**src/rtl/cps_pkg.sv**
```systemverilog
`timescale 1ns / 1ps
// ============================================================================
// cps_pkg
// Shared types, command codes and reset patterns of the chime sequencer.
// ============================================================================
package cps_pkg;

    localparam int unsigned NUM_CHIMES_DEF = 4;
    localparam int unsigned TIME_BITS_DEF  = 10;
    localparam int unsigned NUM_REGS       = 4;
    localparam int unsigned REG_IDX_W      = 2;
    localparam int unsigned ACTION_W       = 2;
    localparam int unsigned CHIME_W        = 2;
    localparam int unsigned QUEUE_DEPTH    = 2;

    localparam logic [ACTION_W-1:0] ACT_TICK  = 2'd0;
    localparam logic [ACTION_W-1:0] ACT_START = 2'd1;
    localparam logic [ACTION_W-1:0] ACT_STOP  = 2'd2;

    localparam logic [63:0] CH0_ON   = 64'd5;
    localparam logic [63:0] CH0_GAP  = 64'd5;
    localparam logic [63:0] CH1_ON   = 64'd60;
    localparam logic [63:0] CH1_GAP  = 64'd90;
    localparam logic [63:0] CH1_REPS = 64'd20;
    localparam logic [63:0] CH2_ON   = 64'd5;
    localparam logic [63:0] CH2_GAP  = 64'd5;
    localparam logic [63:0] CH2_REPS = 64'd9;

    typedef enum logic [1:0] {
        OP_TICK,
        OP_START,
        OP_STOP
    } t_op;

    typedef struct packed {
        t_op               op;
        logic [CHIME_W-1:0] chan;
    } t_cmd;

    function automatic logic [63:0] pattern_reset(int unsigned idx, int unsigned tb);
        logic [63:0] v;
        v = 64'd0;
        if (idx == 0) begin
            v = (64'd1 << (3 * tb)) | (CH0_GAP << tb) | CH0_ON;
        end else if (idx == 1) begin
            v = (CH1_REPS << (2 * tb)) | (CH1_GAP << tb) | CH1_ON;
        end else if (idx == 2) begin
            v = (CH2_REPS << (2 * tb)) | (CH2_GAP << tb) | CH2_ON;
        end
        return v;
    endfunction

endpackage

```
**src/rtl/cps_front.sv**
```systemverilog
`timescale 1ns / 1ps
// ============================================================================
// cps_front
// Input stage: takes words, drops meaningless ones and queues commands.
// ============================================================================
module cps_front #(
    parameter int unsigned NUM_CHIMES = cps_pkg::NUM_CHIMES_DEF
) (
    input  logic                         i_clk,
    input  logic                         i_rst_n,
    input  logic                         i_valid,
    output logic                         o_ready,
    input  logic [cps_pkg::ACTION_W-1:0] i_action,
    input  logic [cps_pkg::CHIME_W-1:0]  i_chime,
    input  logic                         i_full,
    output logic                         o_push,
    output cps_pkg::t_cmd                o_cmd
);
    import cps_pkg::*;

    logic  r_vld;
    t_cmd  r_cmd;
    t_cmd  w_cmd;
    logic  w_keep;
    logic  w_known;

    always_comb begin
        w_cmd.chan = i_chime;
        w_known    = 1'b1;
        unique case (i_action)
            ACT_TICK:  w_cmd.op = OP_TICK;
            ACT_START: w_cmd.op = OP_START;
            ACT_STOP:  w_cmd.op = OP_STOP;
            default: begin
                w_cmd.op = OP_TICK;
                w_known  = 1'b0;
            end
        endcase
        w_keep = w_known && ((w_cmd.op == OP_TICK) || (32'(i_chime) < NUM_CHIMES));
    end

    assign o_push  = r_vld && !i_full;
    assign o_ready = !r_vld || !i_full;
    assign o_cmd   = r_cmd;

    always_ff @(posedge i_clk) begin
        if (!i_rst_n) begin
            r_vld <= 1'b0;
        end else if (i_valid && o_ready) begin
            r_vld <= w_keep;
            r_cmd <= w_cmd;
        end else if (o_push) begin
            r_vld <= 1'b0;
        end
    end

endmodule

```
**src/rtl/cps_fifo.sv**
```systemverilog
`timescale 1ns / 1ps
// ============================================================================
// cps_fifo
// Short command queue between the input stage and the sequencer.
// ============================================================================
module cps_fifo (
    input  logic          i_clk,
    input  logic          i_rst_n,
    input  logic          i_push,
    input  cps_pkg::t_cmd i_cmd,
    input  logic          i_pop,
    output cps_pkg::t_cmd o_cmd,
    output logic          o_full,
    output logic          o_empty
);
    import cps_pkg::*;

    localparam int unsigned AW = (QUEUE_DEPTH > 1) ? $clog2(QUEUE_DEPTH) : 1;
    localparam int unsigned CNTW = $clog2(QUEUE_DEPTH + 1);
    localparam logic [AW-1:0] LAST_SLOT = AW'(QUEUE_DEPTH - 1);

    t_cmd            r_mem [QUEUE_DEPTH];
    logic [AW-1:0]   r_wp;
    logic [AW-1:0]   r_rp;
    logic [CNTW-1:0] r_cnt;

    assign o_full  = (r_cnt == CNTW'(QUEUE_DEPTH));
    assign o_empty = (r_cnt == '0);
    assign o_cmd   = r_mem[r_rp];

    always_ff @(posedge i_clk) begin
        if (i_push) begin
            r_mem[r_wp] <= i_cmd;
        end
    end

    always_ff @(posedge i_clk) begin
        if (!i_rst_n) begin
            r_wp  <= '0;
            r_rp  <= '0;
            r_cnt <= '0;
        end else begin
            if (i_push) begin
                r_wp <= (r_wp == LAST_SLOT) ? '0 : r_wp + 1'b1;
            end
            if (i_pop) begin
                r_rp <= (r_rp == LAST_SLOT) ? '0 : r_rp + 1'b1;
            end
            if (i_push && !i_pop) begin
                r_cnt <= r_cnt + 1'b1;
            end else if (i_pop && !i_push) begin
                r_cnt <= r_cnt - 1'b1;
            end
        end
    end

endmodule

```
**src/rtl/cps_rem.sv**
```systemverilog
`timescale 1ns / 1ps
// ============================================================================
// cps_rem
// Restoring remainder unit, one dividend bit per cycle.
// ============================================================================
module cps_rem #(
    parameter int unsigned DW = 2 * cps_pkg::TIME_BITS_DEF + 2,
    parameter int unsigned SW = cps_pkg::TIME_BITS_DEF + 1
) (
    input  logic          i_clk,
    input  logic          i_rst_n,
    input  logic          i_start,
    input  logic [DW-1:0] i_dividend,
    input  logic [SW-1:0] i_divisor,
    output logic          o_done,
    output logic [SW-1:0] o_rem
);
    import cps_pkg::*;

    localparam int unsigned CW = $clog2(DW + 1);

    logic          r_busy;
    logic          r_done;
    logic [CW-1:0] r_cnt;
    logic [DW-1:0] r_dvd;
    logic [SW-1:0] r_div;
    logic [SW-1:0] r_rem;
    logic [SW:0]   w_shift;
    logic [SW:0]   w_diff;
    logic          w_ge;

    always_comb begin
        w_shift = {r_rem, r_dvd[DW-1]};
        w_ge    = (w_shift >= {1'b0, r_div});
        w_diff  = w_shift - {1'b0, r_div};
    end

    assign o_done = r_done;
    assign o_rem  = r_rem;

    always_ff @(posedge i_clk) begin
        if (!i_rst_n) begin
            r_busy <= 1'b0;
            r_done <= 1'b0;
            r_cnt  <= '0;
        end else begin
            r_done <= 1'b0;
            if (i_start) begin
                r_busy <= 1'b1;
                r_cnt  <= CW'(DW);
                r_dvd  <= i_dividend;
                r_div  <= i_divisor;
                r_rem  <= '0;
            end else if (r_busy) begin
                r_rem <= w_ge ? w_diff[SW-1:0] : w_shift[SW-1:0];
                r_dvd <= {r_dvd[DW-2:0], 1'b0};
                r_cnt <= r_cnt - 1'b1;
                if (r_cnt == CW'(1)) begin
                    r_busy <= 1'b0;
                    r_done <= 1'b1;
                end
            end
        end
    end

endmodule

```
**src/rtl/cps_back.sv**
```systemverilog
`timescale 1ns / 1ps
// ============================================================================
// cps_back
// Sequencer: holds patterns and channel state, runs commands, emits events.
// ============================================================================
module cps_back #(
    parameter int unsigned NUM_CHIMES = cps_pkg::NUM_CHIMES_DEF,
    parameter int unsigned TIME_BITS  = cps_pkg::TIME_BITS_DEF
) (
    input  logic                          i_clk,
    input  logic                          i_rst_n,
    input  logic                          i_cfg_we,
    input  logic [cps_pkg::REG_IDX_W-1:0] i_cfg_idx,
    input  logic [3*TIME_BITS:0]          i_cfg_wdata,
    input  logic                          i_empty,
    input  cps_pkg::t_cmd                 i_cmd,
    output logic                          o_pop,
    output logic                          o_valid,
    input  logic                          i_ready,
    output logic [cps_pkg::CHIME_W-1:0]   o_channel,
    output logic                          o_sound_on,
    output logic                          o_last
);
    import cps_pkg::*;

    localparam int unsigned T     = TIME_BITS;
    localparam int unsigned PW    = 3 * T + 1;
    localparam int unsigned PRW   = T + 1;
    localparam int unsigned EW    = 2 * T + 2;
    localparam int unsigned PRODW = PRW + T;
    localparam int unsigned CIW   = (NUM_CHIMES > 1) ? $clog2(NUM_CHIMES) : 1;
    localparam logic [EW-1:0]  ELAPSED_MAX = '1;
    localparam logic [CIW-1:0] LAST_CH     = CIW'(NUM_CHIMES - 1);

    typedef enum logic [2:0] {
        S_IDLE,
        S_CMD,
        S_LOAD,
        S_MUL,
        S_CHECK,
        S_DIV,
        S_APPLY,
        S_FLUSH
    } t_state;

    logic [PW-1:0] w_pattern [NUM_CHIMES];

    for (genvar c = 0; c < NUM_CHIMES; c++) begin : g_pat
        if (c < NUM_REGS) begin : g_reg
            logic [PW-1:0] r_pat;
            always_ff @(posedge i_clk) begin
                if (!i_rst_n) begin
                    r_pat <= PW'(pattern_reset(c, T));
                end else if (i_cfg_we && (i_cfg_idx == REG_IDX_W'(c))) begin
                    r_pat <= i_cfg_wdata;
                end
            end
            assign w_pattern[c] = r_pat;
        end else begin : g_zero
            assign w_pattern[c] = '0;
        end
    end

    t_state              r_state;
    t_op                 r_op;
    logic [CIW-1:0]      r_c;
    logic [NUM_CHIMES-1:0] r_armed;
    logic [NUM_CHIMES-1:0] r_sounding;
    logic [EW-1:0]       r_elapsed [NUM_CHIMES];
    logic [T-1:0]        r_on;
    logic [T-1:0]        r_reps;
    logic                r_forever;
    logic [PRW-1:0]      r_period;
    logic [PRODW-1:0]    r_prod;
    logic [EW-1:0]       r_elap;
    logic [PRW-1:0]      r_phase;
    logic                r_pend_vld;
    logic [CHIME_W-1:0]  r_pend_ch;
    logic                r_pend_on;
    logic                r_out_vld;
    logic [CHIME_W-1:0]  r_out_ch;
    logic                r_out_on;
    logic                r_out_last;

    logic [PW-1:0]  w_pat;
    logic           w_out_free;
    logic           w_can_emit;
    logic           w_over;
    logic           w_short;
    logic           w_hit_on;
    logic           w_evt;
    logic [EW-1:0]  w_base;
    logic [EW-1:0]  w_next_elap;
    logic           w_emit;
    logic           w_emit_on;
    logic           w_flush;
    logic           w_div_start;
    logic           w_div_done;
    logic [PRW-1:0] w_rem;

    cps_rem #(
        .DW (EW),
        .SW (PRW)
    ) u_rem (
        .i_clk      (i_clk),
        .i_rst_n    (i_rst_n),
        .i_start    (w_div_start),
        .i_dividend (r_elap),
        .i_divisor  (r_period),
        .o_done     (w_div_done),
        .o_rem      (w_rem)
    );

    always_comb begin
        w_pat       = w_pattern[r_c];
        w_out_free  = !r_out_vld || i_ready;
        w_can_emit  = !r_pend_vld || w_out_free;
        w_over      = (r_period == '0) || (!r_forever && (r_elap > EW'(r_prod)));
        w_short     = (r_elap < EW'(r_period));
        w_div_start = (r_state == S_CHECK) && !w_over && !w_short;
        w_hit_on    = (r_phase < {1'b0, r_on});
        w_evt       = (w_hit_on && !r_sounding[r_c]) || (!w_hit_on && r_sounding[r_c]);
        w_base      = r_forever ? EW'(r_phase) : r_elap;
        w_next_elap = (w_base == ELAPSED_MAX) ? w_base : w_base + EW'(1);
        o_pop       = (r_state == S_IDLE) && !i_empty;
        w_emit      = 1'b0;
        w_emit_on   = 1'b0;
        w_flush     = 1'b0;
        unique case (r_state)
            S_CMD: begin
                if (r_op == OP_STOP) begin
                    w_emit = w_can_emit;
                end else if (!r_armed[r_c]) begin
                    w_emit    = w_can_emit;
                    w_emit_on = 1'b1;
                end
            end
            S_CHECK: begin
                w_emit = w_over && w_can_emit;
            end
            S_APPLY: begin
                w_emit    = w_evt && w_can_emit;
                w_emit_on = w_hit_on;
            end
            S_FLUSH: begin
                w_flush = r_pend_vld && w_out_free;
            end
            default: begin
            end
        endcase
    end

    assign o_valid    = r_out_vld;
    assign o_channel  = r_out_ch;
    assign o_sound_on = r_out_on;
    assign o_last     = r_out_last;

    always_ff @(posedge i_clk) begin
        if (!i_rst_n) begin
            r_state    <= S_IDLE;
            r_c        <= '0;
            r_armed    <= '0;
            r_sounding <= '0;
            for (int i = 0; i < NUM_CHIMES; i++) begin
                r_elapsed[i] <= '0;
            end
            r_pend_vld <= 1'b0;
            r_out_vld  <= 1'b0;
        end else begin
            unique case (r_state)
                S_IDLE: begin
                    if (!i_empty) begin
                        r_op <= i_cmd.op;
                        if (i_cmd.op == OP_TICK) begin
                            r_c     <= '0;
                            r_state <= S_LOAD;
                        end else begin
                            r_c     <= CIW'(i_cmd.chan);
                            r_state <= S_CMD;
                        end
                    end
                end
                S_CMD: begin
                    if (r_op != OP_STOP && r_armed[r_c]) begin
                        r_state <= S_FLUSH;
                    end else if (w_emit) begin
                        r_armed[r_c]    <= w_emit_on;
                        r_sounding[r_c] <= w_emit_on;
                        r_elapsed[r_c]  <= '0;
                        r_state         <= S_FLUSH;
                    end
                end
                S_LOAD: begin
                    if (!r_armed[r_c]) begin
                        if (r_c == LAST_CH) begin
                            r_state <= S_FLUSH;
                        end else begin
                            r_c <= r_c + 1'b1;
                        end
                    end else begin
                        r_on      <= w_pat[T-1:0];
                        r_period  <= {1'b0, w_pat[T-1:0]} + {1'b0, w_pat[2*T-1:T]};
                        r_reps    <= w_pat[3*T-1:2*T];
                        r_forever <= w_pat[3*T];
                        r_elap    <= r_elapsed[r_c];
                        r_state   <= S_MUL;
                    end
                end
                S_MUL: begin
                    r_prod  <= PRODW'(r_period) * PRODW'(r_reps);
                    r_state <= S_CHECK;
                end
                S_CHECK: begin
                    if (w_over) begin
                        if (w_emit) begin
                            r_armed[r_c]    <= 1'b0;
                            r_sounding[r_c] <= 1'b0;
                            r_elapsed[r_c]  <= '0;
                            if (r_c == LAST_CH) begin
                                r_state <= S_FLUSH;
                            end else begin
                                r_c     <= r_c + 1'b1;
                                r_state <= S_LOAD;
                            end
                        end
                    end else if (w_short) begin
                        r_phase <= PRW'(r_elap);
                        r_state <= S_APPLY;
                    end else begin
                        r_state <= S_DIV;
                    end
                end
                S_DIV: begin
                    if (w_div_done) begin
                        r_phase <= w_rem;
                        r_state <= S_APPLY;
                    end
                end
                S_APPLY: begin
                    if (!w_evt || w_emit) begin
                        r_elapsed[r_c] <= w_next_elap;
                        if (w_evt) begin
                            r_sounding[r_c] <= w_hit_on;
                        end
                        if (r_c == LAST_CH) begin
                            r_state <= S_FLUSH;
                        end else begin
                            r_c     <= r_c + 1'b1;
                            r_state <= S_LOAD;
                        end
                    end
                end
                S_FLUSH: begin
                    if (!r_pend_vld || w_out_free) begin
                        r_state <= S_IDLE;
                    end
                end
                default: begin
                    r_state <= S_IDLE;
                end
            endcase

            if (w_flush) begin
                r_out_vld  <= 1'b1;
                r_out_ch   <= r_pend_ch;
                r_out_on   <= r_pend_on;
                r_out_last <= 1'b1;
                r_pend_vld <= 1'b0;
            end else if (w_emit && r_pend_vld) begin
                r_out_vld  <= 1'b1;
                r_out_ch   <= r_pend_ch;
                r_out_on   <= r_pend_on;
                r_out_last <= 1'b0;
            end else if (r_out_vld && i_ready) begin
                r_out_vld <= 1'b0;
            end
            if (w_emit) begin
                r_pend_vld <= 1'b1;
                r_pend_ch  <= CHIME_W'(r_c);
                r_pend_on  <= w_emit_on;
            end
        end
    end

endmodule

```
**src/rtl/chime_pattern_sequencer.sv**
```systemverilog
`timescale 1ns / 1ps
// ============================================================================
// chime_pattern_sequencer
// Multi-channel chime sequencer with start, stop and tick commands.
// ============================================================================
// A start or stop word passes the input register and the command queue, and
// the sequencer stages its event until the flush state. A tick steps through
// every channel; for an armed one it loads the pattern, forms the repetition
// product, and runs the bit-serial remainder unit unless elapsed < period.
// Two queued commands and an input register let words arrive while one runs.
// Synchronous active-low reset idles all channels and reloads default patterns.
module chime_pattern_sequencer #(
    parameter int unsigned NUM_CHIMES = cps_pkg::NUM_CHIMES_DEF,
    parameter int unsigned TIME_BITS  = cps_pkg::TIME_BITS_DEF
) (
    input  logic                          i_clk,
    input  logic                          i_rst_n,
    input  logic                          i_valid,
    output logic                          o_ready,
    input  logic [cps_pkg::ACTION_W-1:0]  i_action,
    input  logic [cps_pkg::CHIME_W-1:0]   i_chime,
    output logic                          o_valid,
    input  logic                          i_ready,
    output logic [cps_pkg::CHIME_W-1:0]   o_channel,
    output logic                          o_sound_on,
    output logic                          o_last,
    input  logic                          i_cfg_we,
    input  logic [cps_pkg::REG_IDX_W-1:0] i_cfg_idx,
    input  logic [3*TIME_BITS:0]          i_cfg_wdata
);
    import cps_pkg::*;

    logic w_push;
    logic w_pop;
    logic w_full;
    logic w_empty;
    t_cmd w_in_cmd;
    t_cmd w_q_cmd;

    cps_front #(
        .NUM_CHIMES (NUM_CHIMES)
    ) u_front (
        .i_clk    (i_clk),
        .i_rst_n  (i_rst_n),
        .i_valid  (i_valid),
        .o_ready  (o_ready),
        .i_action (i_action),
        .i_chime  (i_chime),
        .i_full   (w_full),
        .o_push   (w_push),
        .o_cmd    (w_in_cmd)
    );

    cps_fifo u_fifo (
        .i_clk   (i_clk),
        .i_rst_n (i_rst_n),
        .i_push  (w_push),
        .i_cmd   (w_in_cmd),
        .i_pop   (w_pop),
        .o_cmd   (w_q_cmd),
        .o_full  (w_full),
        .o_empty (w_empty)
    );

    cps_back #(
        .NUM_CHIMES (NUM_CHIMES),
        .TIME_BITS  (TIME_BITS)
    ) u_back (
        .i_clk       (i_clk),
        .i_rst_n     (i_rst_n),
        .i_cfg_we    (i_cfg_we),
        .i_cfg_idx   (i_cfg_idx),
        .i_cfg_wdata (i_cfg_wdata),
        .i_empty     (w_empty),
        .i_cmd       (w_q_cmd),
        .o_pop       (w_pop),
        .o_valid     (o_valid),
        .i_ready     (i_ready),
        .o_channel   (o_channel),
        .o_sound_on  (o_sound_on),
        .o_last      (o_last)
    );

    a_no_overflow: assert property (@(posedge i_clk) disable iff (!i_rst_n)
        w_push |-> !w_full)
        else $error("Command pushed into a full queue.");

    a_queue_count: assert property (@(posedge i_clk) disable iff (!i_rst_n)
        !(w_full && w_empty))
        else $error("Command queue reports full and empty at once.");

    a_reset_idle: assert property (@(posedge i_clk)
        !$past(i_rst_n) |-> !o_valid)
        else $error("Output word valid right after reset.");

endmodule

```
**config.mk**
```make
export PLATFORM = sky130hd
export DESIGN_NAME = chime_pattern_sequencer
export DESIGN_NICKNAME = d
export VERILOG_FILES = /design/src/rtl/cps_pkg.sv /design/src/rtl/cps_front.sv /design/src/rtl/cps_fifo.sv /design/src/rtl/cps_rem.sv /design/src/rtl/cps_back.sv /design/src/rtl/chime_pattern_sequencer.sv
export SDC_FILE = /design/constraint.sdc
export NUM_CORES = 1
export LEC_CHECK = 0
export BUFFER_PORTS_ARGS = -buffer_cell sky130_fd_sc_hd__buf_2
export CAP_MARGIN = 20
export CORE_MARGIN = 1.5
export CORE_UTILIZATION = 36
export CTS_CLUSTER_SIZE = 8
export DETAILED_ROUTE_END_ITERATION = 16
export PLACE_DENSITY = 0.62
export REMOVE_ABC_BUFFERS = 1
export SLEW_MARGIN = 10
export SYNTH_ARGS = -nofsm -noshare
export SYNTH_HDL_FRONTEND = slang
export SYNTH_SLANG_ARGS = --single-unit
export TNS_END_PERCENT = 50
```
**constraint.sdc**
```tcl
create_clock -name i_clk -period 7.1 [get_ports i_clk]
set_clock_uncertainty 0.15 [all_clocks]
set_input_delay 0 -clock i_clk [delete_from_list [all_inputs] [get_ports i_clk]]
set_output_delay 0 -clock i_clk [all_outputs]
set_load 0.005 [all_outputs]
```
==> Word level (Yosys, flattened, before mapping) <==
Memories as Yosys holds them, arrays and structs flattened. A register that Yosys moved wholly into a read port is not among the register bits.
Cells that the tools add are included.
{ "word_totals": {"register_bits": 272, "n_memories": 2, "input_bits": 42, "ramBits": 96} }
{ "op_classes": {"bitwise_logic": 9, "order_cmp": 7, "eq_ne": 33, "n_mul": 1, "mux": 110, "addsub": 9, "n_reduce_logical": 73} }
{ "mem_list": {"columns": ["name", "depth", "width", "rd", "rd_clocked_by_memory_dff", "wr", "line_no", "text"], "rows": [
  ["u_back.r_elapsed", 4, 22, 1, 1, 4, "cps_back.sv:69", "logic [EW-1:0] r_elapsed [NUM_CHIMES];"],
  ["u_fifo.r_mem", 2, 4, 1, 1, 1, "cps_fifo.sv:22", "t_cmd r_mem [QUEUE_DEPTH];"]
]} }
{ "op_table": {"columns": ["op", "count"], "rows": [
  ["$mux W22", 7],
  ["$bmux W31 S2", 1],
  ["$mux W31", 2],
  ["$mux W11", 5],
  ["$mux W1", 44],
  ["$mux W4", 10],
  ["$mux W3", 11],
  ["$mux W2", 14],
  ["$pmux W3 S8", 1],
  ["$add A22 B1 Y22 const B", 1],
  ["$eq A22 B22 Y1 const B", 1],
  ["$gt A22 B21 Y1", 1],
  ["$lt A22 B11 Y1", 1],
  ["$pmux W11 S2", 1],
  ["$reduce_or A22 Y1", 1],
  ["$logic_and A1 B1 Y1", 21],
  ["$mul A11 B10 Y21", 1],
  ["$ne A2 B1 Y1 const B", 7],
  ["$reduce_and A7 Y1", 2],
  ["$reduce_bool A2 Y1", 7],
  ["$logic_not A1 Y1", 13],
  ["$bwmux W4", 3],
  ["$eq A2 B2 Y1 const B", 6],
  ["$eq A3 B3 Y1 const B", 4],
  ["other kinds (44)", 77]
]} }

==> Depth between registers and ports, before layout <==
{ "depth": {"word_depth": 16, "ltp_mapped": 20} }

==> Modules after synthesis <==
A second synthesis with hierarchy kept.
{ "hier_totals": {"cells_unflattened": 2088, "hier_area_um2": 21951.1} }
{ "modules_own_cells": {"columns": ["mod", "cells_each", "area_per_inst_um2", "n_inst"], "rows": [
  ["cps_back", 1818, 18487.7, 1],
  ["cps_rem", 219, 2727.6, 1],
  ["cps_fifo", 34, 504.2, 1],
  ["cps_front", 17, 231.5, 1]
]} }

==> Least setup slack after synthesis <==
OpenSTA, ideal clock, no wires.
{ "synth_timing": {"path_type": "reg2reg", "startpoint": "register u_back.r_c[1]", "endpoint": "register u_back.r_elap[0], read port of u_back.r_elapsed (enable)", "setup_slack_ns": 0.253, "arrival_ns": 6.097, "synth_period_minus_slack_ns": 6.847, "path_stages_with_launch": 5, "t_required_ns": 6.351, "setup_time_ns": 0.599, "path_cell_list": "dfxtp_1 clkbuf_1 mux4_2 nand2_1 nor4_1"} }
{ "synth_between": {"elab_chain_cells": 3} }
{ "synth_lines": {"columns": ["element", "line_no", "text"], "rows": [
  ["start: declaration", "cps_back.sv:66", "logic [CIW-1:0] r_c;"],
  ["start signal: assignment", "cps_back.sv:178", "r_c <= CIW'(i_cmd.chan);"],
  ["start signal: assignment", "cps_back.sv:198", "r_c <= r_c + 1'b1;"],
  ["start signal: assignment", "cps_back.sv:222", "r_c <= r_c + 1'b1;"],
  ["$bmux W1 S2", "cps_back.sv:194", "if (!r_armed[r_c]) begin"],
  ["$mux W1 (not written as such)", "cps_back.sv:194", null],
  ["$reduce_and A3 Y1 (no source line)", null, null],
  ["end: declaration", "cps_back.sv:75", "logic [EW-1:0] r_elap;"]
]} }
Parallel ways exist; a longest one is shown, timed or not. The select of a mux whose other input is x is not followed.
A chain may end at the register's enable or synchronous reset.

==> Worst setup path in the final report <==
{ "layout_timing": {"startpoint": "register u_back.r_period[6]", "endpoint": "register u_back.r_prod[20], data pin"} }
{ "layout_between": {"elab_chain_cells": 1} }
{ "layout_lines": {"columns": ["element", "line_no", "text"], "rows": [
  ["start: declaration", "cps_back.sv:73", "logic [PRW-1:0] r_period;"],
  ["start signal: assignment", "cps_back.sv:202", "r_period <= {1'b0, w_pat[T-1:0]} + {1'b0, w_pat[2*T-1:T]};"],
  ["$mul A11 B10 Y21", "cps_back.sv:210", "r_prod <= PRODW'(r_period) * PRODW'(r_reps);"],
  ["end signal: assignment", "cps_back.sv:210", null],
  ["end: declaration", "cps_back.sv:74", "logic [PRODW-1:0] r_prod;"]
]} }
Every way passes these cells.

==> impl_results.md <==
* Status: finished, final reports clean
* Gate Count Post-Synth at 2,079
* Detailed Route WL at 55,300 um
* Main area contributors after synthesis: edfxtp_1 (33%), dfxtp_1 (14%), ha_1 (7.3%), fa_1 (6.6%), nand2_1 (6.4%)
* Die Width at 250 um
* Post-synthesis register bit count at 391
* Post-CTS Resized at 0
* N_diodes at 0
* Setup_tns at 0 ps
* Clk buf depth at 3
* Leakage at 9.78 nW
* Layout net count at 2,398
* Maxcap violations at 0
* Peak Freq at 169 MHz
* Hpwl dp at 36,900 um
* CTS clk-pin slew, worst paths at 50 ps
* Clk_lat worst skew at 590 ps
* DRT Pass-1 Iters at 7
* Design internal power at 4.57 mW
* CTS Root Cell: clkbuf_16
* Worst slew pin tran at 1070 ps
* Worst setup path class: register to register
* CTS sink cnt at 391
* Area growth from synthesis to layout at 14.6%
* Endpoint type of the worst setup path: register
* Yosys top cell area share at 32.8%
* DR vias at 15,700
* Starting DRT DRC Count at 1,054
* Critical Path AT at 6090 ps
* Crit path time final at 5920 ps
* Final core occ at 41.7%
* Cell Pwr Density at 255 nW/um^2
* Place WS at 1180 ps
* Netlist cell types at 74
* H-tree Lvls at 2
* Vias in the first global route at 16,000
* CTS tree: done
* Cell taking the most area after synthesis: edfxtp_1
* Die outline area at 62,300 um^2
* Post-synthesis sequential area ratio at 46.7%
* Sw power at 1.82 mW
* Share of async-settable or async-resettable flops after synthesis at 0%
* Top-count cell post-synth: nand2_1
* Yosys warnings at 0
* Max FO, Critical Path at 13
* Largest net degree at the start of global routing at 110
* Global route total overflow at 0
* CTS Hold Bufs at 58
* Startpoint Class: register
* Gpl congestion at 0.847
* Cell Area, Synth at 21,900 um^2
* RSZ-0062 raised after global routing: false
* Cells after DPL at 2,822
* Initial core utilization at 36.3%
* Reg power frac at 43.4%
* Crit share post-route at 83.4%
* Core box area at 60,200 um^2
* Placement row count at 90
* Non-Filler Instances at 2,973
* EDFF count, synth at 239
* Overall die height at 250 um
* Overall power at 6.39 mW
* Inserted Clock Buffers at 54
* Most used cell, CP: fa_1
* IO buf count at 47
* Most frequent cells after synthesis: nand2_1 (375), edfxtp_1 (239), inv_1 (172)
* Finished Cell Area at 25,100 um^2
* Post-CTS Setup Bufs at 0
* I/O pins at 48
* Routed len/inst at 18.6 um
* First-pass GRT wire length at 87,000 um
* Antenna Nets Post-Route at 0
* Clock power frac at 36.8%
* Via density at 5.29
* # setup viols final at 0
* Post-Place Cell Area at 22,900 um^2
* Initial antenna violation count at 0
* Synth Flop Type: edfxtp_1
* Crit path max-delay cell type: edfxtp_1
* Critical path data required time at 7280 ps
* Slowest stage delay, CP at 650 ps
* Share of layout cells above drive strength 1 at 11.2%
* Worst-path cell chain: nand2_1 -> fa_1 -> inv_1 -> fa_1 -> inv_1 -> fa_1 -> fa_1 -> inv_1 -> fa_1 -> ha_1 -> or3_1 -> o31ai_2 -> o21ai_1 -> o41ai_1 -> o21ai_1 -> o41ai_2 -> xnor2_1
* Avg Inst Size Synth at 10.5 um^2
* Total Routing Usage GR at 17.6%
* Combinational power share at 19.8%
* Slew Viols, Final at 0
* Sw Share at 28.4%
* VDD IR max at 188 uV
* Fin Hold WS at 21.7 ps
* Hold Fails Final Rpt at 0
* DRC at 0
* Worst setup margin at 1180 ps
* Slew margin rel. at 28.6%
* Worst Hold Class: input port to register
## critical path, delay by kind of cell (launching register included)
kind | cells | cell delay [ps]
flops | 1 | 650
buf+inv | 3 | 150
simple gates | 2 | 570
fa+ha+maj | 6 | 2750
xor+xnor | 1 | 120
compound gates | 5 | 1250
## power groups by stage
stage	registers [mW]	clock network (mW)	logic [mW]
floorplan	2.82	0	0.850
global placement	2.81	0	1.20
detailed placement	2.82	0	1.23
CTS	2.77	2.41	1.26
global route	2.80	2.50	1.39
finish	2.78	2.35	1.27
## sequential cells by signal, indices dropped and copies added (netlist names), 5 cells and up, named ones only
| register | flops |
|---|---|
| u_back.g_pat.g_reg.r_pat | 124 |
| u_back.r_elap | 22 |
| u_back.r_elapsed | 88 |
| u_back.r_on | 10 |
| u_back.r_period | 11 |
| u_back.r_phase | 11 |
| u_back.r_prod | 21 |
| u_back.r_reps | 10 |
| u_back.u_rem.o_rem | 11 |
| u_back.u_rem.r_cnt | 5 |
| u_back.u_rem.r_div | 11 |
| u_back.u_rem.r_dvd | 22 |
| u_fifo.r_mem | 8 |
## cell type report
type                            instances  area (um^2)
Clock inverter                          2         36.3
Clock buffer                           89         1480
Timing Repair Buffer                  129         1040
Multi-Input combinational cell       1407        10700
Tap cell                              782          978
Inverter                              173          651
Fill cell                            5643        35200
Sequential cell                       391        10200
## path summary, 6_finish.rpt
| kind | startpoint | to | slack (ps) | cells after the start |
|---|---|---|---|---|
| max | u_back.r_period[6] | u_back.r_prod[20] | 1180 | 17 |
| min | i_chime[0] | u_front.o_cmd[0] | 20 | 2 |
| min reg2reg | u_back.r_pend_on | u_back.o_sound_on | 270 | 0 |
| max reg2reg | u_back.r_period[6] | u_back.r_prod[20] | 1180 | 17 |
## kinds of logic after synthesis
| group | Yosys count | share of synthesized area [%] |
|---|---|---|
| compound gates | 296 | 8.37 |
| buf+inv | 281 | 5.00 |
| fa+ha+maj | 200 | 13.9 |
| simple gates | 743 | 15.3 |
| mux | 113 | 8.53 |
| xor+xnor | 55 | 2.20 |
| flops | 391 | 46.7 |
## metal layers
layer | GRT usage, % | vias up | routed length, um
li1 | - | 7363 | -
met1 | 22.6 | 7777 | 23500
met2 | 30.6 | 514 | 27100
met3 | 2.75 | 84 | 3470
met4 | 5.16 | 0 | 1310
met5 | 0 | - | 0
## cells in the final DEF (no fill, tap or decap), types with 34 or more instances in the layout
cell	netlist	layout
nand2_1	375	375
xnor2_1	34	34
nor3_1	52	51
dfxtp_1	152	150
inv_1	172	172
ha_1	128	128
mux4_2	55	55
and2_1	47	47
clkbuf_16	0	54
fa_1	72	72
a21oi_1	148	148
o21ai_0	34	34
nand3_1	50	49
clkbuf_1	89	35
dlygate4sd3_1	0	57
buf_2	7	47
nor2_1	114	111
edfxtp_1	239	239
Note: power is estimated with default switching activity, not from simulation.
